File: src/rvm_pkg.sv
// Package for the register VM execute unit: opcodes, status codes, widths
// and the command/status structs that join the controller and the datapath.
// Depends on nothing.
`timescale 1ns / 1ps

package rvm_pkg;

    localparam int INSTR_W     = 16;
    localparam int OPC_W       = 4;
    localparam int REG_FIELD_W = 4;
    localparam int IMM_W       = 8;
    localparam int DATA_W      = 64;
    localparam int HALF_W      = 32;
    localparam int STATUS_W    = 2;
    localparam int CNT_W       = 6;

    // Opcodes
    localparam logic [OPC_W-1:0] OP_LDIMM  = 4'd0;
    localparam logic [OPC_W-1:0] OP_ADD    = 4'd1;
    localparam logic [OPC_W-1:0] OP_SUB    = 4'd2;
    localparam logic [OPC_W-1:0] OP_DIV    = 4'd3;
    localparam logic [OPC_W-1:0] OP_MUL    = 4'd4;
    localparam logic [OPC_W-1:0] OP_MOVRES = 4'd5;
    localparam logic [OPC_W-1:0] OP_DONE   = 4'd6;

    // Status codes
    localparam logic [STATUS_W-1:0] ST_SUCCESS = 2'd0;
    localparam logic [STATUS_W-1:0] ST_DONE    = 2'd1;
    localparam logic [STATUS_W-1:0] ST_DIVZERO = 2'd2;
    localparam logic [STATUS_W-1:0] ST_UNKNOWN = 2'd3;

    // Step counter end points: the multiplier takes four steps over three
    // partial products, the divider one quotient bit per step.
    localparam logic [CNT_W-1:0] MUL_LAST = 6'd3;
    localparam logic [CNT_W-1:0] DIV_LAST = 6'd63;

    typedef struct packed {
        logic accept;
        logic exec;
        logic mul_step;
        logic div_step;
        logic commit;
    } rvm_cmd_t;

    typedef struct packed {
        logic [OPC_W-1:0] opcode;
        logic             b_zero;
        logic             mul_last;
        logic             div_last;
        logic             out_free;
    } rvm_sts_t;

endpackage

File: src/register_vm_execute_unit_core.sv
// Top level of the register VM execute unit: joins controller and datapath.
// Depends on rvm_pkg, rvm_ctrl and rvm_dp.
//
//  channel   | handshake                   | payload
//  ----------+-----------------------------+-------------------------------
//  request   | instr_valid / instr_stall   | instruction[15:0]
//  result    | result_valid / result_stall | status[1:0], result_value[63:0]
//
// Sequencing: one request at a time. Load, add, sub, move-result, done and
// error cases go from execute straight to commit; multiply iterates on
// the single 32x32 multiplier doing three partial products; divide iterates
// on the divider retiring one quotient bit a cycle.
// Reset: the register file reads as zero through per-entry valid bits that
// reset clears; the result register clears to zero.
// Stalls: a stalled result is held in the output register; the next request
// is accepted and executed, and waits before commit until the result is taken.
`timescale 1ns / 1ps

module register_vm_execute_unit_core
#(
    parameter int REG_COUNT = 16
)
(
    input  logic                         clk,
    input  logic                         rst_n,
    input  logic                         instr_valid,
    output logic                         instr_stall,
    input  logic [rvm_pkg::INSTR_W-1:0]  instruction,
    output logic                         result_valid,
    input  logic                         result_stall,
    output logic [rvm_pkg::STATUS_W-1:0] status,
    output logic [rvm_pkg::DATA_W-1:0]   result_value
);

    // Command and status between the sequencer and the datapath
    rvm_pkg::rvm_cmd_t cmd;
    rvm_pkg::rvm_sts_t sts;

    // Sequencer: accept, execute, iterate, commit
    rvm_ctrl u_ctrl
    (
        .clk         (clk),
        .rst_n       (rst_n),
        .instr_valid (instr_valid),
        .instr_stall (instr_stall),
        .sts         (sts),
        .cmd         (cmd)
    );

    // Datapath: register file, arithmetic units, result and output registers
    rvm_dp #(
        .REG_COUNT (REG_COUNT)
    ) u_dp
    (
        .clk          (clk),
        .rst_n        (rst_n),
        .instruction  (instruction),
        .cmd          (cmd),
        .sts          (sts),
        .result_valid (result_valid),
        .result_stall (result_stall),
        .status       (status),
        .result_value (result_value)
    );

endmodule

File: src/rvm_ctrl.sv
// Controller of the register VM execute unit: sequences accept, operand
// read, multi-cycle multiply/divide and commit. Depends on rvm_pkg.
`timescale 1ns / 1ps

module rvm_ctrl
(
    input  logic              clk,
    input  logic              rst_n,
    input  logic              instr_valid,
    output logic              instr_stall,
    input  rvm_pkg::rvm_sts_t sts,
    output rvm_pkg::rvm_cmd_t cmd
);

    localparam logic [2:0] S_IDLE   = 3'd0;
    localparam logic [2:0] S_EXEC   = 3'd1;
    localparam logic [2:0] S_MULT   = 3'd2;
    localparam logic [2:0] S_DIVD   = 3'd3;
    localparam logic [2:0] S_COMMIT = 3'd4;

    logic [2:0] state_reg;
    logic [2:0] state_next;

    assign instr_stall = (state_reg != S_IDLE);

    always_comb
    begin
        state_next   = state_reg;
        cmd          = '0;
        unique case (state_reg)
            S_IDLE:
            begin
                if (instr_valid)
                begin
                    cmd.accept = 1'b1;
                    state_next = S_EXEC;
                end
            end
            S_EXEC:
            begin
                cmd.exec = 1'b1;
                priority if (sts.opcode == rvm_pkg::OP_MUL)
                    state_next = S_MULT;
                else if (sts.opcode == rvm_pkg::OP_DIV && !sts.b_zero)
                    state_next = S_DIVD;
                else
                    state_next = S_COMMIT;
            end
            S_MULT:
            begin
                cmd.mul_step = 1'b1;
                if (sts.mul_last)
                    state_next = S_COMMIT;
            end
            S_DIVD:
            begin
                cmd.div_step = 1'b1;
                if (sts.div_last)
                    state_next = S_COMMIT;
            end
            S_COMMIT:
            begin
                // hold until the output register can take the result
                if (sts.out_free)
                begin
                    cmd.commit = 1'b1;
                    state_next = S_IDLE;
                end
            end
            default:
            begin
                state_next = S_IDLE;
            end
        endcase
    end

    always_ff @(posedge clk or negedge rst_n)
    begin
        if (!rst_n)
            state_reg <= S_IDLE;
        else
            state_reg <= state_next;
    end

    assert property (@(posedge clk) disable iff (!rst_n)
        (state_reg == S_DIVD) |-> !sts.b_zero)
        else $error("divider running on a zero divisor");

    assert property (@(posedge clk) disable iff (!rst_n)
        cmd.accept |=> (state_reg == S_EXEC) && instr_stall)
        else $error("accepted request not taken into execute");

endmodule

File: src/rvm_dp.sv
// Datapath of the register VM execute unit: register file with valid bits,
// result register, shared 32x32 multiplier, bit-serial divider and the
// output register. Depends on rvm_pkg.
`timescale 1ns / 1ps

module rvm_dp
#(
    parameter int REG_COUNT = 16
)
(
    input  logic                                clk,
    input  logic                                rst_n,
    input  logic [rvm_pkg::INSTR_W-1:0]         instruction,
    input  rvm_pkg::rvm_cmd_t                   cmd,
    output rvm_pkg::rvm_sts_t                   sts,
    output logic                                result_valid,
    input  logic                                result_stall,
    output logic [rvm_pkg::STATUS_W-1:0]        status,
    output logic [rvm_pkg::DATA_W-1:0]          result_value
);

    localparam int IDX_W = (REG_COUNT > 1) ? $clog2(REG_COUNT) : 1;
    localparam int LIM_W = rvm_pkg::REG_FIELD_W + 1;
    localparam logic [LIM_W-1:0] REG_LIMIT = LIM_W'(REG_COUNT);
    localparam int DW = rvm_pkg::DATA_W;
    localparam int HW = rvm_pkg::HALF_W;

    // Instruction register and decoded fields
    logic [rvm_pkg::INSTR_W-1:0]     ir_reg;
    logic [rvm_pkg::OPC_W-1:0]       opc;
    logic [rvm_pkg::REG_FIELD_W-1:0] ra;
    logic [rvm_pkg::REG_FIELD_W-1:0] rd;
    logic [rvm_pkg::IMM_W-1:0]       imm;
    logic [rvm_pkg::REG_FIELD_W-1:0] in_ra;
    logic [rvm_pkg::REG_FIELD_W-1:0] in_rb;

    assign opc   = ir_reg[15:12];
    assign ra    = ir_reg[11:8];
    assign rd    = ir_reg[3:0];
    assign imm   = ir_reg[7:0];
    assign in_ra = instruction[11:8];
    assign in_rb = instruction[7:4];

    // Register file
    logic [DW-1:0]        mem [REG_COUNT];
    logic [REG_COUNT-1:0] vld_reg;
    logic [DW-1:0]        a_rd_reg;
    logic [DW-1:0]        b_rd_reg;
    logic                 a_ok_reg;
    logic                 b_ok_reg;
    logic [DW-1:0]        a_op;
    logic [DW-1:0]        b_op;
    logic                 ra_in_rng;
    logic                 rb_in_rng;

    // Write-back
    logic                            wr_en;
    logic [rvm_pkg::REG_FIELD_W-1:0] wr_idx;
    logic [DW-1:0]                   wr_data;
    logic                            wr_op;
    logic [rvm_pkg::STATUS_W-1:0]    st_code;

    // Multiplier and divider
    logic [rvm_pkg::CNT_W-1:0] cnt_reg;
    logic [DW-1:0]             prod_reg;
    logic [DW-1:0]             acc_reg;
    logic [HW-1:0]             mul_x;
    logic [HW-1:0]             mul_y;
    logic [DW-1:0]             quo_reg;
    logic [DW-1:0]             rem_reg;
    logic [DW:0]               div_shift;
    logic [DW:0]               div_diff;
    logic                      div_ge;

    // Result and output registers
    logic [DW-1:0]                res_reg;
    logic [DW-1:0]                res_next;
    logic                         result_valid_reg;
    logic [rvm_pkg::STATUS_W-1:0] status_reg;
    logic [DW-1:0]                value_reg;

    assign ra_in_rng = ({1'b0, in_ra} < REG_LIMIT);
    assign rb_in_rng = ({1'b0, in_rb} < REG_LIMIT);

    assign a_op = a_ok_reg ? a_rd_reg : '0;
    assign b_op = b_ok_reg ? b_rd_reg : '0;

    // Registered two-port read at accept; write at commit
    always_ff @(posedge clk)
    begin
        if (wr_en)
            mem[wr_idx[IDX_W-1:0]] <= wr_data;
        if (cmd.accept)
        begin
            ir_reg   <= instruction;
            a_rd_reg <= mem[in_ra[IDX_W-1:0]];
            b_rd_reg <= mem[in_rb[IDX_W-1:0]];
        end
    end

    always_ff @(posedge clk or negedge rst_n)
    begin
        if (!rst_n)
        begin
            vld_reg  <= '0;
            a_ok_reg <= 1'b0;
            b_ok_reg <= 1'b0;
        end
        else
        begin
            if (wr_en)
                vld_reg[wr_idx[IDX_W-1:0]] <= 1'b1;
            if (cmd.accept)
            begin
                a_ok_reg <= ra_in_rng && vld_reg[in_ra[IDX_W-1:0]];
                b_ok_reg <= rb_in_rng && vld_reg[in_rb[IDX_W-1:0]];
            end
        end
    end

    // Shared multiplier: low*low, low*high, high*low, one product a step
    always_comb
    begin
        unique case (cnt_reg[1:0])
            2'd0:
            begin
                mul_x = a_op[HW-1:0];
                mul_y = b_op[HW-1:0];
            end
            2'd1:
            begin
                mul_x = a_op[HW-1:0];
                mul_y = b_op[DW-1:HW];
            end
            default:
            begin
                mul_x = a_op[DW-1:HW];
                mul_y = b_op[HW-1:0];
            end
        endcase
    end

    // Restoring divider step
    assign div_shift = {rem_reg, quo_reg[DW-1]};
    assign div_ge    = (div_shift >= {1'b0, b_op});
    assign div_diff  = div_shift - {1'b0, b_op};

    always_ff @(posedge clk)
    begin
        if (cmd.exec)
        begin
            cnt_reg <= '0;
            quo_reg <= a_op;
            rem_reg <= '0;
        end
        else if (cmd.mul_step)
        begin
            cnt_reg  <= cnt_reg + 1'b1;
            prod_reg <= mul_x * mul_y;
            if (cnt_reg == 6'd1)
                acc_reg <= prod_reg;
            else if (cnt_reg != 6'd0)
                acc_reg <= acc_reg + {prod_reg[HW-1:0], {HW{1'b0}}};
        end
        else if (cmd.div_step)
        begin
            cnt_reg <= cnt_reg + 1'b1;
            if (div_ge)
            begin
                rem_reg <= div_diff[DW-1:0];
                quo_reg <= {quo_reg[DW-2:0], 1'b1};
            end
            else
            begin
                rem_reg <= div_shift[DW-1:0];
                quo_reg <= {quo_reg[DW-2:0], 1'b0};
            end
        end
    end

    // Write-back selection
    always_comb
    begin
        wr_op   = 1'b1;
        wr_idx  = rd;
        wr_data = '0;
        st_code = rvm_pkg::ST_SUCCESS;
        unique case (opc)
            rvm_pkg::OP_LDIMM:
            begin
                wr_idx  = ra;
                wr_data = {{(DW - rvm_pkg::IMM_W){1'b0}}, imm};
            end
            rvm_pkg::OP_ADD:    wr_data = a_op + b_op;
            rvm_pkg::OP_SUB:    wr_data = a_op - b_op;
            rvm_pkg::OP_MUL:    wr_data = acc_reg;
            rvm_pkg::OP_DIV:
            begin
                wr_data = quo_reg;
                if (b_op == '0)
                begin
                    wr_op   = 1'b0;
                    st_code = rvm_pkg::ST_DIVZERO;
                end
            end
            rvm_pkg::OP_MOVRES: wr_op = 1'b0;
            rvm_pkg::OP_DONE:
            begin
                wr_op   = 1'b0;
                st_code = rvm_pkg::ST_DONE;
            end
            default:
            begin
                wr_op   = 1'b0;
                st_code = rvm_pkg::ST_UNKNOWN;
            end
        endcase
    end

    assign wr_en    = cmd.commit && wr_op && ({1'b0, wr_idx} < REG_LIMIT);
    assign res_next = (opc == rvm_pkg::OP_MOVRES) ? a_op : res_reg;

    always_ff @(posedge clk or negedge rst_n)
    begin
        if (!rst_n)
        begin
            res_reg          <= '0;
            result_valid_reg <= 1'b0;
        end
        else
        begin
            if (cmd.commit)
            begin
                res_reg          <= res_next;
                result_valid_reg <= 1'b1;
            end
            else if (!result_stall)
                result_valid_reg <= 1'b0;
        end
    end

    always_ff @(posedge clk)
    begin
        if (cmd.commit)
        begin
            status_reg <= st_code;
            value_reg  <= res_next;
        end
    end

    assign result_valid = result_valid_reg;
    assign status       = status_reg;
    assign result_value = value_reg;

    assign sts.opcode   = opc;
    assign sts.b_zero   = (b_op == '0);
    assign sts.mul_last = (cnt_reg == rvm_pkg::MUL_LAST);
    assign sts.div_last = (cnt_reg == rvm_pkg::DIV_LAST);
    assign sts.out_free = !result_valid_reg || !result_stall;

    assert property (@(posedge clk) disable iff (!rst_n)
        cmd.commit |-> (!result_valid_reg || !result_stall))
        else $error("commit overwrote a pending result");

    assert property (@(posedge clk) disable iff (!rst_n)
        wr_en |-> ({1'b0, wr_idx} < REG_LIMIT))
        else $error("register write beyond the file");

    assert property (@(posedge clk) disable iff (!rst_n)
        cmd.commit |=> result_valid && (result_value == res_reg))
        else $error("output does not show the result register after commit");

endmodule
File: config.mk
export PLATFORM = sky130hd
export DESIGN_NAME = register_vm_execute_unit_core
export DESIGN_NICKNAME = d
export VERILOG_FILES = /design/src/rvm_pkg.sv /design/src/register_vm_execute_unit_core.sv /design/src/rvm_ctrl.sv /design/src/rvm_dp.sv
export SDC_FILE = /design/constraint.sdc
export NUM_CORES = 2
export LEC_CHECK = 0
export ABC_AREA = 1
export BUFFER_PORTS_ARGS = -buffer_cell sky130_fd_sc_hd__buf_2
export CORE_MARGIN = 4
export CORE_UTILIZATION = 45
export CTS_CLUSTER_DIAMETER = 60
export DETAILED_ROUTE_END_ITERATION = 8
export SLEW_MARGIN = 30
export SYNTH_ARGS = -nofsm -noshare
export SYNTH_HDL_FRONTEND = slang
export SYNTH_SLANG_ARGS = --single-unit
File: constraint.sdc
create_clock -name clk -period 11.69 [get_ports clk]
set_input_delay 0.5845 -clock clk [delete_from_list [all_inputs] [get_ports clk]]
set_output_delay 0.5845 -clock clk [all_outputs]
set_load 0.01 [all_outputs]
# == Word level (Yosys, flattened, before mapping) ==
# Memory sizes are Yosys's and may differ from the RTL's. A register that Yosys moved wholly into a read port is not among the register bits.
# Cells that the tools add are included.
# word_totals
register_bits,430
mem_bits_rw,1024
output_inout_bits,68
wordCells,117
n_memories,1
# mem_list
memory,words,word_bits,rd,rd_ports_with_merged_regs,wr,line,text
u_dp.mem,16,64,2,2,1,rvm_dp.sv:45,logic [DW-1:0] mem [REG_COUNT];
# classes
addsub,5
mul,1
order_cmp,5
eq_ne,20
n_mux,44
bitwise,3
n_reduce_logical,24
# ops
operator,count
64-bit 2-to-1 mux,9
64-bit one-hot mux with 5 select lines,1
64-bit adder,2
64-bit subtractor,2
65-bit by 64-bit greater-or-equal comparator with 1-bit output,1
64-bit zero test,1
32-bit by 32-bit multiplier with 64-bit output,1
32-bit 2-to-1 mux,2
3-bit 2-to-1 mux,6
1-bit 2-to-1 mux,16
16-bit bitwise OR,1
4-bit by 5-bit < comparator with 1-bit output (second input constant),3
3-bit one-hot mux with 5 select lines,1
4-bit by 3-bit == test with 1-bit output (second input constant),3
6-bit 2-to-1 mux,2
1-bit binary-select mux with 4-bit select,2
4-bit by 2-bit == test with 1-bit output (second input constant),2
2-bit != test (second input constant),4
6-bit by 1-bit adder with 6-bit output (second input constant),1
3-bit by 2-bit == test with 1-bit output (second input constant),2
6-bit by 1-bit == test with 1-bit output (second input constant),1
6-bit by 2-bit == test with 1-bit output (second input constant),1
6-bit == test (second input constant),1
2-bit one-hot mux with 3 select lines,1
26 further kinds,36

# == Logic depth before layout (Yosys ltp) ==
# depth
ltp_word,7
depth_mapped,38
mapped_depth_nobuf,35

# == Hierarchy ==
# A second synthesis with hierarchy kept.
# unflattened
hier_cells,14212
area_unflattened_um2,120060.1
# modules_own_cells
mod,instances,cells_each,area_each_um2
rvm_dp,1,14166,119796.1
rvm_ctrl,1,46,264.0

# == Worst setup path before layout ==
# Ideal clock, no wire load.
# synth_path
kind,register -> register
from,register u_dp.cnt_reg[1] (netlist bit)
to,register u_dp.prod_reg[60] (data pin)
t_arrival_ns,7.395
slack_ns,4.042
path_stages_with_launch,34
path_buffers,2
synth_period_minus_slack_ns,7.648
path_cell_list,dfxtp_1 inv_1 ha_1 nor2_2 clkbuf_1 nand2_1 o21ai_1 inv_1 clkbuf_1 nor2_1 fa_1 fa_1 inv_1 fa_1 fa_1 inv_1 fa_1 fa_1 fa_1 inv_1 fa_1 inv_1 ha_1 nand2_1 nor2_1 inv_1 nor2_1 inv_1 nor3_1 nand2_1 o211ai_1 nand3_1 nand3_1 nand2_1
# synth_via
elab_chain_cells,4
elab_cells_between_ends,6
classes_between,mul: 1; eq/ne: 1; mux: 2; reduce/logical: 2
# synth_rtl
item,line,text
from (decl),rvm_dp.sv:64,logic [rvm_pkg::CNT_W-1:0] cnt_reg;
from (signal assigned),rvm_dp.sv:158,cnt_reg <= cnt_reg + 1'b1;
from (signal assigned),rvm_dp.sv:167,cnt_reg <= cnt_reg + 1'b1;
2-bit by 1-bit == test with 1-bit output / 2-bit zero test (equally long branches),rvm_dp.sv:124,unique case (cnt_reg[1:0])
2-bit OR reduction (no source line),-,
32-bit 2-to-1 mux,rvm_dp.sv:124,
32-bit by 32-bit multiplier with 64-bit output *,rvm_dp.sv:159,prod_reg <= mul_x * mul_y;
to (signal assigned),rvm_dp.sv:159,
to (decl),rvm_dp.sv:65,logic [DW-1:0] prod_reg;
# Every way passes the cells marked *; elsewhere a longest branch is shown, timed or not.
# A chain may end at the register's enable or synchronous reset.

# == Final worst setup path ==
# layout_path
from,register u_dp.cnt_reg[0] (netlist bit)
to,register u_dp.prod_reg[62] (data pin)
# Same word-level chain as after synthesis.

==> summary.md <==
| Metric | Value |
|---|---|
| Setup violations, final | 0 |
| Post-synthesis sequential area ratio | 0.386 |
| Number of fill cells | about 26000 |
| First-pass GRT wire length | about 700000 µm |
| Delay-heaviest family, CP | adder cells |
| Hold Vio Cnt, Final | 0 |
| Synth Area per Inst | between 8 and 9 µm² |
| IO Count | 88 |
| Critical Setup Path Class | flop to flop |
| Final TNS setup | 0 ps |
| Most frequent CP cell | fa_1 |
| Ys flop type | edfxtp_1 |
| Status | finished clean |
| Most frequent cells in the layout | nand2_1 (2909), inv_1 (2249), o21ai_0 (1614), edfxtp_1 (1426), nor2_1 (1351) |
| FF+latch area | ~46000 µm² |
| Multi-input logic area | roughly 63000 µm² |
| Worst Tran Pin Value | between 1000 and 1500 ps |
| Ys Warns | 0 |
| Clk_lat worst skew | ~900 ps |
| Fraction of layout cells with a size suffix above 1 | 0.0560 |
| FF-to-FF path depth | 30 |
| Final worst slack | 1300 ps |
| Iter 0 DRT Violations | between 10000 and 15000 |
| Vias in the first global route | between 90000 and 100k |
| Max-capacitance violation count | 0 |
| CP max stage cell | clkinv_1 |
| Clock Tree Buf Depth | 4 |
| CP Buf/Inv Count | 7 |
| Site Rows | 189 |
| Routed WL per cell | approximately 28 µm |
| Design area | between 100000 and 150000 µm² |
| Hold crit path type | primary input to flop |
| Largest stage delay on the critical path | about 830 ps |
| TritonCTS clock tree | built |
| CTS Buf Count | ~190 |
| Crit path DAT | about 11000 ps |
| Yosys reg bits | around 1600 |
| Die Footprint | ~280000 µm² |
| Htree depth | 4 |
| Routability cong. | 1.04 |
| RR Endpoint | u_dp.prod_reg[62] |
| Post-route ant nets | 0 |
| Worst slew margin | 0.272 |
| Detailed placement HPWL | ~360000 µm |
| Pin count of the biggest net entering global routing | around 210 |
| Post-Syn Area | between 100000 and 150000 µm² |
| Slew Viols, Final | 0 |
| Final Skew | about 110 ps |
| R2R Path Start | u_dp.cnt_reg[0] |
| GRT Overall Usage | 0.348 |
| DRC | 0 |
| Post-Syn Nets | 15600 |
| Critical Path Fanout Max | 39 |
| # nets final | 15400 |
| CTS Sinks | approximately 1600 |
| CORE AREA | about 270000 µm² |
| Root Driver | clkbuf_16 |
| Initial antenna violation count | 19 |
| Syn Inst Count | roughly 14000 |
| Post-CTS Setup Bufs | 0 |
| Post-cts resize count | 0 |
| Critical path startpoint category | flop |
| Drt total wl | a little under 500000 µm |
| CP endpoint kind | flop |
| Hold path depth | 3 |
| Initial core utilization | 0.453 |
| Die W | between 500 and 600 µm |
| Commonest non-fill, non-tap cell in the layout | nand2_1 |
| Area Overhead vs Synth | 8.89% |
| Worst hold slack | between 150 and 200 ps |
| Max reg flops | 1024 |
| Count of cell types in the netlist | 58 |
| Fmax | 0.0962 GHz |
| Port-buffer cells | 87 |
| Post-synth EDFFs | about 1400 |
| Via density | around 5.8 |
| Async SR Flop Fraction | 0.0544 |
| Pre-CTS setup slack | 1510 ps |
| Worst-case hold path end point | u_dp.result_valid |
| Drt pass-1 iters | 9 |
| Reg clk slew, reported paths | 60 ps |
| Min-delay src | result_stall |
| Worst R2R Setup Slack | roughly 1300 ps |
| CP Data Required Time | between 10000 and 15000 ps |
| Die Ht | 525 µm |
| RSZ-0062 raised after global routing | false |
| Period utilization | 0.889 |
| Vias | slightly above 100k |
| Grt total ovfl | 0 |
| DP Area | approximately 120000 µm² |
| Crit path time final | between 10000 and 15000 ps |
-- repair_timing --
| action | 4_1_cts | 5_1_grt |
|---|---|---|
| setup endpoints to repair | 0 | 0 |
| hold endpoints to repair | 45 | 0 |
| hold buffers | 9 | 0 |
-- worst reg2reg max path: cells and delay by family, from the launching register on --
family	cells	cell delay [ps]
adders and majority gates	10	4960
and+or+nand+nor	11	2500
buffers and inverters	7	1780
AOI/OAI and AO/OA	2	520
DFF	1	360
-- cell usage after synthesis, drive strengths merged, types with 26 or more instances --
library cell / count / area, µm²
a21oi: 1123 / 5630
a22o: 27 / 236
buf: 145 / 698
clkbuf: 573 / 2150
dfrtp: 86 / 2150
dfxtp: 70 / 1400
edfxtp: 1426 / 42800
fa: 899 / 18000
ha: 425 / 5320
inv: 2283 / 8570
nand2: 2964 / 11300
nand3: 398 / 2030
nand3b: 54 / 409
nand4: 54 / 338
nor2: 1392 / 5300
nor3: 53 / 270
o21ai: 1707 / 8610
o21bai: 51 / 383
o221ai: 222 / 1940
o22ai: 35 / 219
or2: 26 / 163
xnor2: 57 / 499
xor2: 107 / 937
-- through the flow --
step                 util  std cells
global route        0.493      17800
detailed placement  0.469      17400
CTS                 0.493      17800
floorplan               -      14300
finish              0.493      17800
global placement    0.468      17400
-- final cells by class --
type                    instances  share of cell area
well taps                    3533              0.0338
diodes                          7            0.000134
inverters                    2294              0.0660
flip-flops and latches       1582               0.355
clock inverters               112             0.00917
clock buffers                 232              0.0385
multi-input cells            9692               0.479
repair buffers                324              0.0189
-- layer usage --
| metal | wire (µm) | up-vias | track usage | share of wire |
|---|---|---|---|---|
| li1 | - | 46200 | - | - |
| met1 | 202000 | 50900 | 0.490 | 0.41 |
| met2 | 211000 | 5792 | 0.521 | 0.43 |
| met3 | 53600 | 1027 | 0.0753 | 0.11 |
| met4 | 25000 | 8 | 0.146 | 0.051 |
| met5 | 55 | - | 0 | 0.00011 |
-- cell families after synthesis --
| group | after synthesis | synth area share |
|---|---|---|
| adder cells (fa/ha/maj) | 1324 | 0.194 |
| XOR/XNOR | 164 | 0.0120 |
| flip-flops | 1582 | 0.386 |
| buffers and inverters | 3012 | 0.0954 |
| AO/OA/AOI/OAI | 3239 | 0.146 |
| AND/OR/NAND/NOR | 4965 | 0.166 |
-- worst max-delay path by stage --
| stage | slack [ps] | cells after the start | startpoint | end |
|---|---|---|---|---|
| final | 1300 | 30 | u_dp.cnt_reg[0] | u_dp.prod_reg[62] |
| after CTS | 1480 | 30 | u_dp.cnt_reg[0] | u_dp.prod_reg[62] |
| after global placement | 1350 | 29 | u_dp.cnt_reg[1] | u_dp.prod_reg[62] |
| after floorplan | 4040 | 33 | u_dp.cnt_reg[1] | u_dp.prod_reg[60] |
| after detailed placement | 1510 | 30 | u_dp.cnt_reg[0] | u_dp.prod_reg[62] |
| after global routing | 940 | 30 | u_dp.cnt_reg[0] | u_dp.prod_reg[62] |
Power is not shown: default switching activity piles up to over one toggle a cycle in this logic, so the estimate is an artifact.
